===== config.mk =====
export PLATFORM = sky130hd
export DESIGN_NAME = datetime_to_epoch_seconds_flat
export DESIGN_NICKNAME = d
export VERILOG_FILES = /design/src/rtl/core/dtes_pkg.sv /design/src/rtl/core/dtes_if.sv /design/src/rtl/core/dtes_date_check.sv /design/src/rtl/core/datetime_to_epoch_seconds.sv /design/src/flat_wrapper.sv
export SDC_FILE = /design/constraint.sdc
export NUM_CORES = 1
export LEC_CHECK = 0
export ABC_AREA = 1
export ABC_CLOCK_PERIOD_IN_PS = 5490
export BUFFER_PORTS_ARGS = -buffer_cell sky130_fd_sc_hd__buf_2
export CAP_MARGIN = 0
export CELL_PAD_IN_SITES_DETAIL_PLACEMENT = 0
export CELL_PAD_IN_SITES_GLOBAL_PLACEMENT = 1
export CORE_MARGIN = 2
export CORE_UTILIZATION = 48
export CTS_CLUSTER_SIZE = 14
export DETAILED_ROUTE_END_ITERATION = 6
export PLACE_DENSITY_LB_ADDON = 0.2
export SYNTH_ARGS = -nofsm -noshare
export SYNTH_HDL_FRONTEND = slang
export SYNTH_SLANG_ARGS = --single-unit

===== constraint.sdc =====
create_clock -name clk -period 5.49 [get_ports clk]
set_input_delay 0.2745 -clock clk [delete_from_list [all_inputs] [get_ports clk]]
set_output_delay 0.2745 -clock clk [all_outputs]
set_load 0.02 [all_outputs]

===== src/rtl/core/dtes_pkg.sv =====
// shared types, constants and calendar tables for the date to epoch seconds converter
package dtes_pkg;

  // field widths
  localparam int unsigned YearW   = 16;
  localparam int unsigned MonthW  = 4;
  localparam int unsigned DayW    = 5;
  localparam int unsigned HourW   = 5;
  localparam int unsigned MinW    = 6;
  localparam int unsigned SecW    = 6;
  localparam int unsigned CfgW    = 12;
  localparam int unsigned EpochW  = 32;

  // internal widths
  localparam int unsigned YoffW   = 7;   // years since the base year, 0..99
  localparam int unsigned MbaseW  = 9;   // days before the month, 0..335
  localparam int unsigned DaysW   = 16;  // days since the base date, 0..36524
  localparam int unsigned TodW    = 17;  // seconds in the day, 0..86399

  // calendar constants
  localparam logic [YearW-1:0] BaseYear    = 16'd2000;
  localparam logic [YearW-1:0] LastYear    = 16'd2099;
  localparam logic [CfgW-1:0]  EarliestRst = 12'd2000;
  localparam logic [HourW-1:0] MaxHour     = 5'd23;
  localparam logic [MinW-1:0]  MaxMinute   = 6'd59;
  localparam logic [SecW-1:0]  MaxSecond   = 6'd59;
  localparam logic [8:0]       DaysPerYear = 9'd365;
  localparam logic [16:0]      SecPerDay   = 17'd86400;
  localparam logic [11:0]      SecPerHour  = 12'd3600;
  localparam logic [5:0]       SecPerMin   = 6'd60;

  // month codes
  localparam logic [MonthW-1:0] MonJan = 4'd1;
  localparam logic [MonthW-1:0] MonFeb = 4'd2;
  localparam logic [MonthW-1:0] MonMar = 4'd3;
  localparam logic [MonthW-1:0] MonApr = 4'd4;
  localparam logic [MonthW-1:0] MonMay = 4'd5;
  localparam logic [MonthW-1:0] MonJun = 4'd6;
  localparam logic [MonthW-1:0] MonJul = 4'd7;
  localparam logic [MonthW-1:0] MonAug = 4'd8;
  localparam logic [MonthW-1:0] MonSep = 4'd9;
  localparam logic [MonthW-1:0] MonOct = 4'd10;
  localparam logic [MonthW-1:0] MonNov = 4'd11;
  localparam logic [MonthW-1:0] MonDec = 4'd12;

  // result of the date check stage
  typedef struct packed {
    logic              ok;
    logic [YoffW-1:0]  yoff;
    logic [MbaseW-1:0] mbase;
    logic [DayW-1:0]   day0;
  } dtes_chk_t;

  // length of a month, leap flag applied to february
  function automatic logic [DayW-1:0] month_length(input logic [MonthW-1:0] m,
                                                   input logic leap);
    logic [DayW-1:0] len;
    len = 5'd31;
    case (m)
      MonFeb:                        len = leap ? 5'd29 : 5'd28;
      MonApr, MonJun, MonSep, MonNov: len = 5'd30;
      default:                       len = 5'd31;
    endcase
    return len;
  endfunction

  // days in the year before the first of the month, common year
  function automatic logic [MbaseW-1:0] month_base(input logic [MonthW-1:0] m);
    logic [MbaseW-1:0] b;
    b = '0;
    case (m)
      MonJan:  b = 9'd0;
      MonFeb:  b = 9'd31;
      MonMar:  b = 9'd59;
      MonApr:  b = 9'd90;
      MonMay:  b = 9'd120;
      MonJun:  b = 9'd151;
      MonJul:  b = 9'd181;
      MonAug:  b = 9'd212;
      MonSep:  b = 9'd243;
      MonOct:  b = 9'd273;
      MonNov:  b = 9'd304;
      MonDec:  b = 9'd334;
      default: b = 9'd0;
    endcase
    return b;
  endfunction

endpackage


===== src/rtl/core/dtes_if.sv =====
// request and result channel interfaces of the date to epoch seconds converter
interface dtes_date_if;
  logic                          valid;
  logic                          ready;
  logic [dtes_pkg::YearW-1:0]    calendar_year;
  logic [dtes_pkg::MonthW-1:0]   month_number;
  logic [dtes_pkg::DayW-1:0]     day_of_month;
  logic [dtes_pkg::HourW-1:0]    hour_of_day;
  logic [dtes_pkg::MinW-1:0]     minute_of_hour;
  logic [dtes_pkg::SecW-1:0]     second_of_minute;

  modport source (output valid, calendar_year, month_number, day_of_month,
                  hour_of_day, minute_of_hour, second_of_minute,
                  input ready);
  modport sink   (input valid, calendar_year, month_number, day_of_month,
                  hour_of_day, minute_of_hour, second_of_minute,
                  output ready);
endinterface

interface dtes_seconds_if;
  logic                         valid;
  logic                         ready;
  logic [dtes_pkg::EpochW-1:0]  epoch_seconds;
  logic                         date_valid;

  modport source (output valid, epoch_seconds, date_valid, input ready);
  modport sink   (input valid, epoch_seconds, date_valid, output ready);
endinterface


===== src/rtl/core/dtes_date_check.sv =====
// field range checks and day-of-year base for one date request
module dtes_date_check (
  input  logic [dtes_pkg::CfgW-1:0]   earliest_year,
  input  logic [dtes_pkg::YearW-1:0]  calendar_year,
  input  logic [dtes_pkg::MonthW-1:0] month_number,
  input  logic [dtes_pkg::DayW-1:0]   day_of_month,
  input  logic [dtes_pkg::HourW-1:0]  hour_of_day,
  input  logic [dtes_pkg::MinW-1:0]   minute_of_hour,
  input  logic [dtes_pkg::SecW-1:0]   second_of_minute,
  output dtes_pkg::dtes_chk_t         chk
);

  logic                          year_ok;
  logic                          month_ok;
  logic                          day_ok;
  logic                          time_ok;
  logic                          leap;
  logic [dtes_pkg::YearW-1:0]    yoff_full;
  logic [dtes_pkg::DayW-1:0]     mlen;

  // within 2000..2099 a year is leap exactly when divisible by four
  assign leap = (calendar_year[1:0] == 2'b00);

  // year window: configured floor, base year and last year
  assign year_ok = (calendar_year >= {{(dtes_pkg::YearW-dtes_pkg::CfgW){1'b0}}, earliest_year})
                && (calendar_year >= dtes_pkg::BaseYear)
                && (calendar_year <= dtes_pkg::LastYear);

  assign month_ok = month_number inside {[dtes_pkg::MonJan:dtes_pkg::MonDec]};

  // day against the month length
  assign mlen   = dtes_pkg::month_length(month_number, leap);
  assign day_ok = (day_of_month != '0) && (day_of_month <= mlen);

  assign time_ok = (hour_of_day <= dtes_pkg::MaxHour)
                && (minute_of_hour <= dtes_pkg::MaxMinute)
                && (second_of_minute <= dtes_pkg::MaxSecond);

  assign yoff_full = calendar_year - dtes_pkg::BaseYear;

  // pack the check result, leap day folded into the month base
  always_comb begin
    chk.ok    = year_ok && month_ok && day_ok && time_ok;
    chk.yoff  = yoff_full[dtes_pkg::YoffW-1:0];
    chk.mbase = dtes_pkg::month_base(month_number)
              + {{(dtes_pkg::MbaseW-1){1'b0}}, (leap && (month_number > dtes_pkg::MonFeb))};
    chk.day0  = day_of_month - 5'd1;
  end

endmodule


===== src/rtl/core/datetime_to_epoch_seconds.sv =====
// top level: calendar date and time of day to seconds since 2000-01-01 00:00:00
//
//  channel   dir  handshake              payload
//  date      in   date.valid/date.ready  calendar_year .. second_of_minute
//  seconds   out  seconds.valid/ready    epoch_seconds, date_valid
//  cfg       in   cfg_we                 cfg_wdata = earliest_year
//
// three register stages: date check, day count and time of day, seconds product
// one request per cycle sustained while seconds.ready is high; each result is registered
// through stages a, b and c in turn before it is offered on the seconds channel
// the stage-3 multiply (days by 86400) sets the longest path
// each stage holds while the stage after it is full and stalled; bubbles collapse
// rst clears the stage valid bits and sets earliest_year to 2000
module datetime_to_epoch_seconds (
  input  logic                      clk,
  input  logic                      rst,
  input  logic                      cfg_we,
  input  logic [dtes_pkg::CfgW-1:0] cfg_wdata,
  dtes_date_if.sink                 date,
  dtes_seconds_if.source            seconds
);

  logic [dtes_pkg::CfgW-1:0]    earliest_year;
  dtes_pkg::dtes_chk_t          chk_in;

  // stage a: check result and time fields
  logic                         a_valid;
  dtes_pkg::dtes_chk_t          a_chk;
  logic [dtes_pkg::HourW-1:0]   a_hour;
  logic [dtes_pkg::MinW-1:0]    a_min;
  logic [dtes_pkg::SecW-1:0]    a_sec;

  // stage b: day count and seconds in the day
  logic                         b_valid;
  logic                         b_ok;
  logic [dtes_pkg::DaysW-1:0]   b_days;
  logic [dtes_pkg::TodW-1:0]    b_tod;
  logic [dtes_pkg::DaysW-1:0]   days_next;
  logic [dtes_pkg::TodW-1:0]    tod_next;

  // stage c: output register
  logic                         c_valid;
  logic [dtes_pkg::EpochW-1:0]  c_secs;
  logic                         c_ok;
  logic [dtes_pkg::DaysW+dtes_pkg::TodW-1:0] prod;
  logic [dtes_pkg::EpochW-1:0]  secs_next;

  logic a_load, b_load, c_load;

  // configuration register
  always_ff @(posedge clk) begin
    if (rst) begin
      earliest_year <= dtes_pkg::EarliestRst;
    end else if (cfg_we) begin
      earliest_year <= cfg_wdata;
    end
  end

  // stage load enables, each stage moves when the next has room
  assign c_load     = !c_valid || seconds.ready;
  assign b_load     = !b_valid || c_load;
  assign a_load     = !a_valid || b_load;
  assign date.ready = a_load;

  dtes_date_check u_check (
    .earliest_year    (earliest_year),
    .calendar_year    (date.calendar_year),
    .month_number     (date.month_number),
    .day_of_month     (date.day_of_month),
    .hour_of_day      (date.hour_of_day),
    .minute_of_hour   (date.minute_of_hour),
    .second_of_minute (date.second_of_minute),
    .chk              (chk_in)
  );

  // stage a registers
  always_ff @(posedge clk) begin
    if (rst) begin
      a_valid <= 1'b0;
    end else if (a_load) begin
      a_valid <= date.valid;
    end
  end

  always_ff @(posedge clk) begin
    if (a_load && date.valid) begin
      a_chk  <= chk_in;
      a_hour <= date.hour_of_day;
      a_min  <= date.minute_of_hour;
      a_sec  <= date.second_of_minute;
    end
  end

  // day count: whole years, leap days before the year, month base, day
  always_comb begin
    days_next = dtes_pkg::DaysW'(a_chk.yoff * dtes_pkg::DaysPerYear)
              + dtes_pkg::DaysW'((a_chk.yoff + 7'd3) >> 2)
              + dtes_pkg::DaysW'(a_chk.mbase)
              + dtes_pkg::DaysW'(a_chk.day0);
    tod_next  = dtes_pkg::TodW'(a_hour * dtes_pkg::SecPerHour)
              + dtes_pkg::TodW'(a_min * dtes_pkg::SecPerMin)
              + dtes_pkg::TodW'(a_sec);
  end

  // stage b registers
  always_ff @(posedge clk) begin
    if (rst) begin
      b_valid <= 1'b0;
    end else if (b_load) begin
      b_valid <= a_valid;
    end
  end

  always_ff @(posedge clk) begin
    if (b_load && a_valid) begin
      b_ok   <= a_chk.ok;
      b_days <= days_next;
      b_tod  <= tod_next;
    end
  end

  // seconds product, forced to zero for a rejected date
  assign prod      = b_days * dtes_pkg::SecPerDay;
  assign secs_next = b_ok ? (prod[dtes_pkg::EpochW-1:0]
                             + {{(dtes_pkg::EpochW-dtes_pkg::TodW){1'b0}}, b_tod})
                          : '0;

  // stage c registers
  always_ff @(posedge clk) begin
    if (rst) begin
      c_valid <= 1'b0;
    end else if (c_load) begin
      c_valid <= b_valid;
    end
  end

  always_ff @(posedge clk) begin
    if (c_load && b_valid) begin
      c_secs <= secs_next;
      c_ok   <= b_ok;
    end
  end

  assign seconds.valid         = c_valid;
  assign seconds.epoch_seconds = c_secs;
  assign seconds.date_valid    = c_ok;

endmodule


===== src/flat_wrapper.sv =====
// flat-port wrapper written by rule: the top's interface ports become plain ports
module datetime_to_epoch_seconds_flat 
  (clk, rst, cfg_we, cfg_wdata, date_valid, date_calendar_year, date_month_number, date_day_of_month, date_hour_of_day, date_minute_of_hour, date_second_of_minute, date_ready, seconds_valid, seconds_epoch_seconds, seconds_date_valid, seconds_ready);
  dtes_date_if date_i ();
  dtes_seconds_if seconds_i ();
  input  logic clk;
  input  logic rst;
  input  logic cfg_we;
  input  logic [dtes_pkg::CfgW-1:0] cfg_wdata;
  input wire logic [$bits(date_i.valid)-1:0] date_valid;
  input wire logic [$bits(date_i.calendar_year)-1:0] date_calendar_year;
  input wire logic [$bits(date_i.month_number)-1:0] date_month_number;
  input wire logic [$bits(date_i.day_of_month)-1:0] date_day_of_month;
  input wire logic [$bits(date_i.hour_of_day)-1:0] date_hour_of_day;
  input wire logic [$bits(date_i.minute_of_hour)-1:0] date_minute_of_hour;
  input wire logic [$bits(date_i.second_of_minute)-1:0] date_second_of_minute;
  output wire logic [$bits(date_i.ready)-1:0] date_ready;
  output wire logic [$bits(seconds_i.valid)-1:0] seconds_valid;
  output wire logic [$bits(seconds_i.epoch_seconds)-1:0] seconds_epoch_seconds;
  output wire logic [$bits(seconds_i.date_valid)-1:0] seconds_date_valid;
  input wire logic [$bits(seconds_i.ready)-1:0] seconds_ready;
  assign date_i.valid = date_valid;
  assign date_i.calendar_year = date_calendar_year;
  assign date_i.month_number = date_month_number;
  assign date_i.day_of_month = date_day_of_month;
  assign date_i.hour_of_day = date_hour_of_day;
  assign date_i.minute_of_hour = date_minute_of_hour;
  assign date_i.second_of_minute = date_second_of_minute;
  assign date_ready = date_i.ready;
  assign seconds_valid = seconds_i.valid;
  assign seconds_epoch_seconds = seconds_i.epoch_seconds;
  assign seconds_date_valid = seconds_i.date_valid;
  assign seconds_i.ready = seconds_ready;
  datetime_to_epoch_seconds u_core (.clk(clk), .rst(rst), .cfg_we(cfg_we), .cfg_wdata(cfg_wdata), .date(date_i), .seconds(seconds_i));
endmodule

# Word level (Yosys, flattened, before mapping)
# Memory sizes are Yosys's and may differ from the RTL's.
# Cells that the tools add are included.
classes:
  div: 0
  magnitude_cmp: 10
  n_mux: 2
  n_eq_ne: 5
  n_shift: 0
  n_mul: 4
  add_sub_neg: 10
  reduce_logical: 22
  bitwise_logic: 0
ops:
  columns: ["operator", "n"]
  rows:
  - ["adder 32 x 17 -> 32 bit", 1]
  - ["multiplier 16 x 10 -> 25 bit (second input constant)", 1]
  - ["adder 17 x 12 -> 17 bit", 1]
  - ["adder 17 x 6 -> 17 bit", 1]
  - ["adder 16 x 14 -> 16 bit", 1]
  - ["adder 16 x 5 -> 16 bit", 1]
  - ["adder 16 x 9 -> 16 bit", 1]
  - ["greater-or-equal comparator 16 x 11 -> 1 bit (second input constant)", 1]
  - ["greater-or-equal comparator 16 x 12 -> 1 bit", 1]
  - ["less-or-equal comparator 16 x 12 -> 1 bit (second input constant)", 1]
  - ["multiplier 7 x 9 -> 16 bit (second input constant)", 1]
  - ["logical AND 1 bit", 13]
  - ["multiplier 5 x 8 -> 13 bit (second input constant)", 1]
  - ["less-or-equal comparator 6 bit (second input constant)", 2]
  - ["multiplier 6 x 4 -> 10 bit (second input constant)", 1]
  - ["adder 9 x 1 -> 9 bit", 1]
  - ["adder 7 x 2 -> 8 bit (second input constant)", 1]
  - ["equality test 4 x 3 -> 1 bit (second input constant)", 2]
  - ["equality test 4 bit (second input constant)", 2]
  - ["subtractor 7 bit (second input constant)", 1]
  - ["less-or-equal comparator 5 bit", 1]
  - ["less-or-equal comparator 5 bit (second input constant)", 1]
  - ["nonzero test 5 bit", 1]
  - ["subtractor 5 x 1 -> 5 bit (second input constant)", 1]
  - ["10 further kinds", 14]
word_totals:
  latchBits: 0
  memories: 1
  mem_bits_ro: 144
  mem_bits_rw: 0
  output_inout_bits: 35
  word_cells: 70
  inputBits: 59
  reg_bits: 121
mem_list:
  columns: ["name", "words", "word_bits", "read_ports", "rd_ports_with_merged_regs", "write_ports", "line", "text"]
  rows:
  - ["(no name shown)", 16, 9, 1, 0, 0, "dtes_pkg.sv:71", "case (m)"]

# Longest topological paths before layout
logic_depth:
  depth_word: 7
  depth_mapped: 28
  mapped_depth_nobuf: 28

# By module
# From an unflattened synthesis, not the netlist that was laid out.
hier_totals:
  cells_unflattened: 1481
  area_unflattened_um2: 12786.0
by_module_without_submodules:
  columns: ["mod", "seq_area_each_um2", "cells_each", "instances", "area_each_um2"]
  rows:
  - ["datetime_to_epoch_seconds", 3483.3, 1280, 1, 11597.4]
  - ["dtes_date_check", 0.0, 201, 1, 1188.6]

# Worst setup path after synthesis
# OpenSTA, ideal clock, no wires.
synth_path:
  path_kind: "register -> register"
  from: "register u_core.a_chk[16] (netlist name)"
  to: "register u_core.b_days[13] (netlist name) (data pin)"
  arrival_time_ns: 4.700
  path_buffers: 0
  stages_incl_launch_ff: 24
  setup_ns: 0.259
  period_less_slack_ns: 4.959
  path_slack_ns: 0.531
  required_time_ns: 5.231
  path_cell_list: "edfxtp_1 > ha_1 > inv_1 > nor2_1 > nand2_1 > xor2_1 > inv_1 > ha_1 > fa_1 > ha_1 > fa_1 > inv_1 > fa_1 > inv_1 > ha_1 > a21oi_1 > nand2_1 > a21oi_1 > o21bai_1 > a21boi_0 > o21ai_0 > nand2_1 > nand2_1 > xor2_1"
synth_via:
  elab_chain_len: 4
  elab_cells_between_ends: 5
  cone_classes: "add/sub: 4; mul: 1"
synth_lines:
  columns: ["element", "line", "text"]
  rows:
  - ["start, declared", "datetime_to_epoch_seconds.sv:28", "dtes_pkg::dtes_chk_t a_chk;"]
  - ["start signal, assigned", "datetime_to_epoch_seconds.sv:87", "a_chk <= chk_in;"]
  - ["multiplier 7 x 9 -> 16 bit or adder 7 x 2 -> 8 bit (tied branches)", "datetime_to_epoch_seconds.sv:96, datetime_to_epoch_seconds.sv:97", null]
  - ["adder 16 x 14 -> 16 bit *", "datetime_to_epoch_seconds.sv:97", "+ dtes_pkg::DaysW'((a_chk.yoff + 7'd3) >> 2)"]
  - ["adder 16 x 9 -> 16 bit *", "datetime_to_epoch_seconds.sv:98", "+ dtes_pkg::DaysW'(a_chk.mbase)"]
  - ["adder 16 x 5 -> 16 bit *", "datetime_to_epoch_seconds.sv:99", "+ dtes_pkg::DaysW'(a_chk.day0);"]
  - ["via u_core.days_next (one bit)", "datetime_to_epoch_seconds.sv:38", "logic [dtes_pkg::DaysW-1:0] days_next;"]
  - ["end signal, assigned", "datetime_to_epoch_seconds.sv:117", "b_days <= days_next;"]
  - ["end, declared", "datetime_to_epoch_seconds.sv:36", "logic [dtes_pkg::DaysW-1:0] b_days;"]
# The timed path passes the listed nets; every way through them passes the cells marked *.
# A chain may end at the register's enable or synchronous reset.

# Worst setup path in the final report
layout_path:
  from: "register u_core.a_chk[16] (netlist name)"
  to: "register u_core.b_days[12] (netlist name) (data pin)"
# Same word-level chain as after synthesis.

==> qor.csv <==
metric,value,unit
DP Area,0.01340,mm2
drt via density,4.862,
Max Clk Rate,0.1941,GHz
DRC viols,0,
Mapped Area,0.01250,mm2
fillcell total,2457,
Simple-Gate Fraction of Synth Area,0.1557,
crit path max fanout,6,
initial drt markers,299,
drt total wl,25.43,mm
startpoint types,flip-flop,
skew final,15.98,ps
CTS buffer count,17,
GRT Overall Usage,0.1986,
Root Driver,clkbuf_16,
worst r2r src,u_core.a_chk[16],
GRT Max-Usage Layer,met2,
slew margin rel.,0.1334,
HP Class,in -> reg,
Compound-Gate Fraction of Synth Area,0.07178,
Mean Syn Cell Area,8.896,um2
area of the core,0.02584,mm2
Mapped Cells,1405,
largest net degree at the start of global routing,40,
routed len/inst,13.62,um
Synth Area in XOR/XNOR,0.04625,
Crit Path Class,reg -> reg,
DIE HEIGHT,165.4,um
fin crit share,0.9384,
DIE AREA,0.02734,mm2
first-pass iteration count of the detailed router,5,
vias in the first global route,8755,
ant diodes,0,
Max-cap violations,0,
global-route wire length before repair,42.49,mm
largest family of logic cells by synthesized area,adder cells,
share of the synthesized area in the top cell type,0.2547,
initial antenna violation count,0,
Post-Place Cells,1832,
Final Hold Viols,0,
"most common cell after layout, fill and taps aside",inv_1,
CP arrival,5330,ps
Setup crit start,u_core.a_chk[16],
final cell count without fillers,1867,
GPL Wtd Cong,0.8534,
final instance area,0.01400,mm2
Max Slew Vio Count,0,
multiplexer share of the synthesized area,0,
Synth Register Bits,121,
Slew @ Worst Pin,1300,ps
data required time of the worst path,5660,ps
dpl hpwl,21.20,mm
most frequent cells in the layout,"302 x inv_1, 249 x nand2_1, 229 x ha_1",
area delta synth->final,12.01,%
grt ovf,0,
Port Buffer Count,93,
clk slew on worst S/H paths,60,ps
asr flop ratio synth,0,
Util after Layout,0.5418,
Unique masters post-synth,45,
yosys warns,0,
Post-CTS Hold Fix Bufs,0,
Ports,94,
final setup violating endpoints,0,
Routed Antenna Nets,0,
H-Tree Depth,4,
"area leader, netlist",edfxtp_1,
CP Capture Type,flip-flop,
CTS tree,built,
Worst-Skew Late Latency,430,ps
deepest clock path buffer count,2,
multi-input logic area,0.007844,mm2
"Primary FF master, synth",edfxtp_1,
M1 GR Usage,0.2653,
outcome,"finished, final reports clean",
Initial Util,0.4837,
HP Start,date_hour_of_day[0],
fin crit period,5152,ps
syn nets,1770,
"top cells by area, synth","edfxtp_1 25%, ha_1 23%, fa_1 12%",
register area,0.003483,mm2
"EDFF count, synth",106,
nets,1884,
setup TNS,0,ps
proportion of layout cells with a drive suffix above 1,0.1214,
met2 Use GR,0.3375,
met3 usage,0.02473,
post-synthesis adder-cell area fraction,0.3520,
Die X,165.4,um
clock sink count,121,
via count,9077,
sequential area share after synthesis,0.2787,
# rows,59,
## per-layer routing
layer / up-vias / part of all wire
met5: - / 0
met4: 0 / 0.017
met3: 25 / 0.023
met2: 120 / 0.48
met1: 4150 / 0.48
li1: 4782 / -
## cells in the mapped netlist (11+ instances only)
| library cell | n |
|---|---|
| nand3_1 | 44 |
| a21oi_1 | 85 |
| edfxtp_1 | 106 |
| xnor2_1 | 21 |
| nor2_1 | 70 |
| nand2_2 | 12 |
| xor2_1 | 45 |
| inv_1 | 302 |
| nor3_1 | 12 |
| o21ai_0 | 47 |
| fa_1 | 76 |
| nand4_1 | 11 |
| ha_1 | 230 |
| nand2_1 | 249 |
| dfxtp_1 | 15 |
## metrics by stage
| step | hold slack (ps) | setup slack (ps) |
|---|---|---|
| after floorplan | 373.4 | 531.0 |
| after global placement | 404.9 | 139.4 |
| after detailed placement | 408.0 | 15.93 |
| after CTS | 9.576 | 14.83 |
| after global routing | 9.755 | -21.45 |
| final | 26.43 | 338.4 |
## worst max-delay path: stages, from the launching register on
cell      delay (ps)
edfxtp_1         490
ha_2             230
inv_1            100
nand2_1           90
nand3_1          120
nor2_1            70
fa_1             470
inv_1             50
fa_1             510
fa_1             440
fa_1             540
inv_1             40
ha_1             280
ha_1             350
a21o_1           170
a31oi_1          280
o21ai_0          210
nand2_1          100
a21oi_1           90
nand2_1           70
nand2_1           50
xor2_1           140
## cells by family (layout without fill, tap and decap cells)
group	Yosys count	in the layout
AND/OR/NAND/NOR	434	434
buffers and inverters	315	442
adder cells (fa/ha/maj)	306	306
AO/OA/AOI/OAI	163	163
flip-flops	121	121
XOR/XNOR	66	66
## state kept, by name, summed over array words and instances, names as in the netlist
register,count
u_core.seconds.valid,1
u_core.b_ok,1
u_core.a_hour,5
u_core.b_valid,1
u_core.b_tod,17
u_core.seconds.date_valid,1
u_core.a_sec,6
u_core.earliest_year,12
u_core.a_chk,22
u_core.seconds.epoch_seconds,32
u_core.b_days,16
u_core.a_min,6
u_core.a_valid,1
## area by class of cell
| cell class | count | share of cell area |
|---|---|---|
| Sequential cell | 121 | 0.2488 |
| Clock inverter | 15 | 0.009920 |
| Tap cell | 335 | 0.02994 |
| Multi-Input combinational cell | 969 | 0.5603 |
| Clock buffer | 17 | 0.03039 |
| Inverter | 308 | 0.08258 |
| Timing Repair Buffer | 102 | 0.03807 |
## worst paths after layout
path,depth (start not counted),endpoint,slack (ps)
hold reg to reg,0,u_core.b_tod[1],420
setup / recovery,21,u_core.b_days[12],340
setup reg to reg,21,u_core.b_days[12],340
hold / removal,1,u_core.a_hour[0],30
## what timing repair did
action                                  CTS  global route
buffers inserted                          0             3
gates resized for setup                   0             6
endpoints found under the setup margin    0             4
endpoints found under the hold margin     0             0
Power is left out: the tool's default activity adds up to more than one toggle a clock period on the data nets, which glitch-free logic cannot reach.
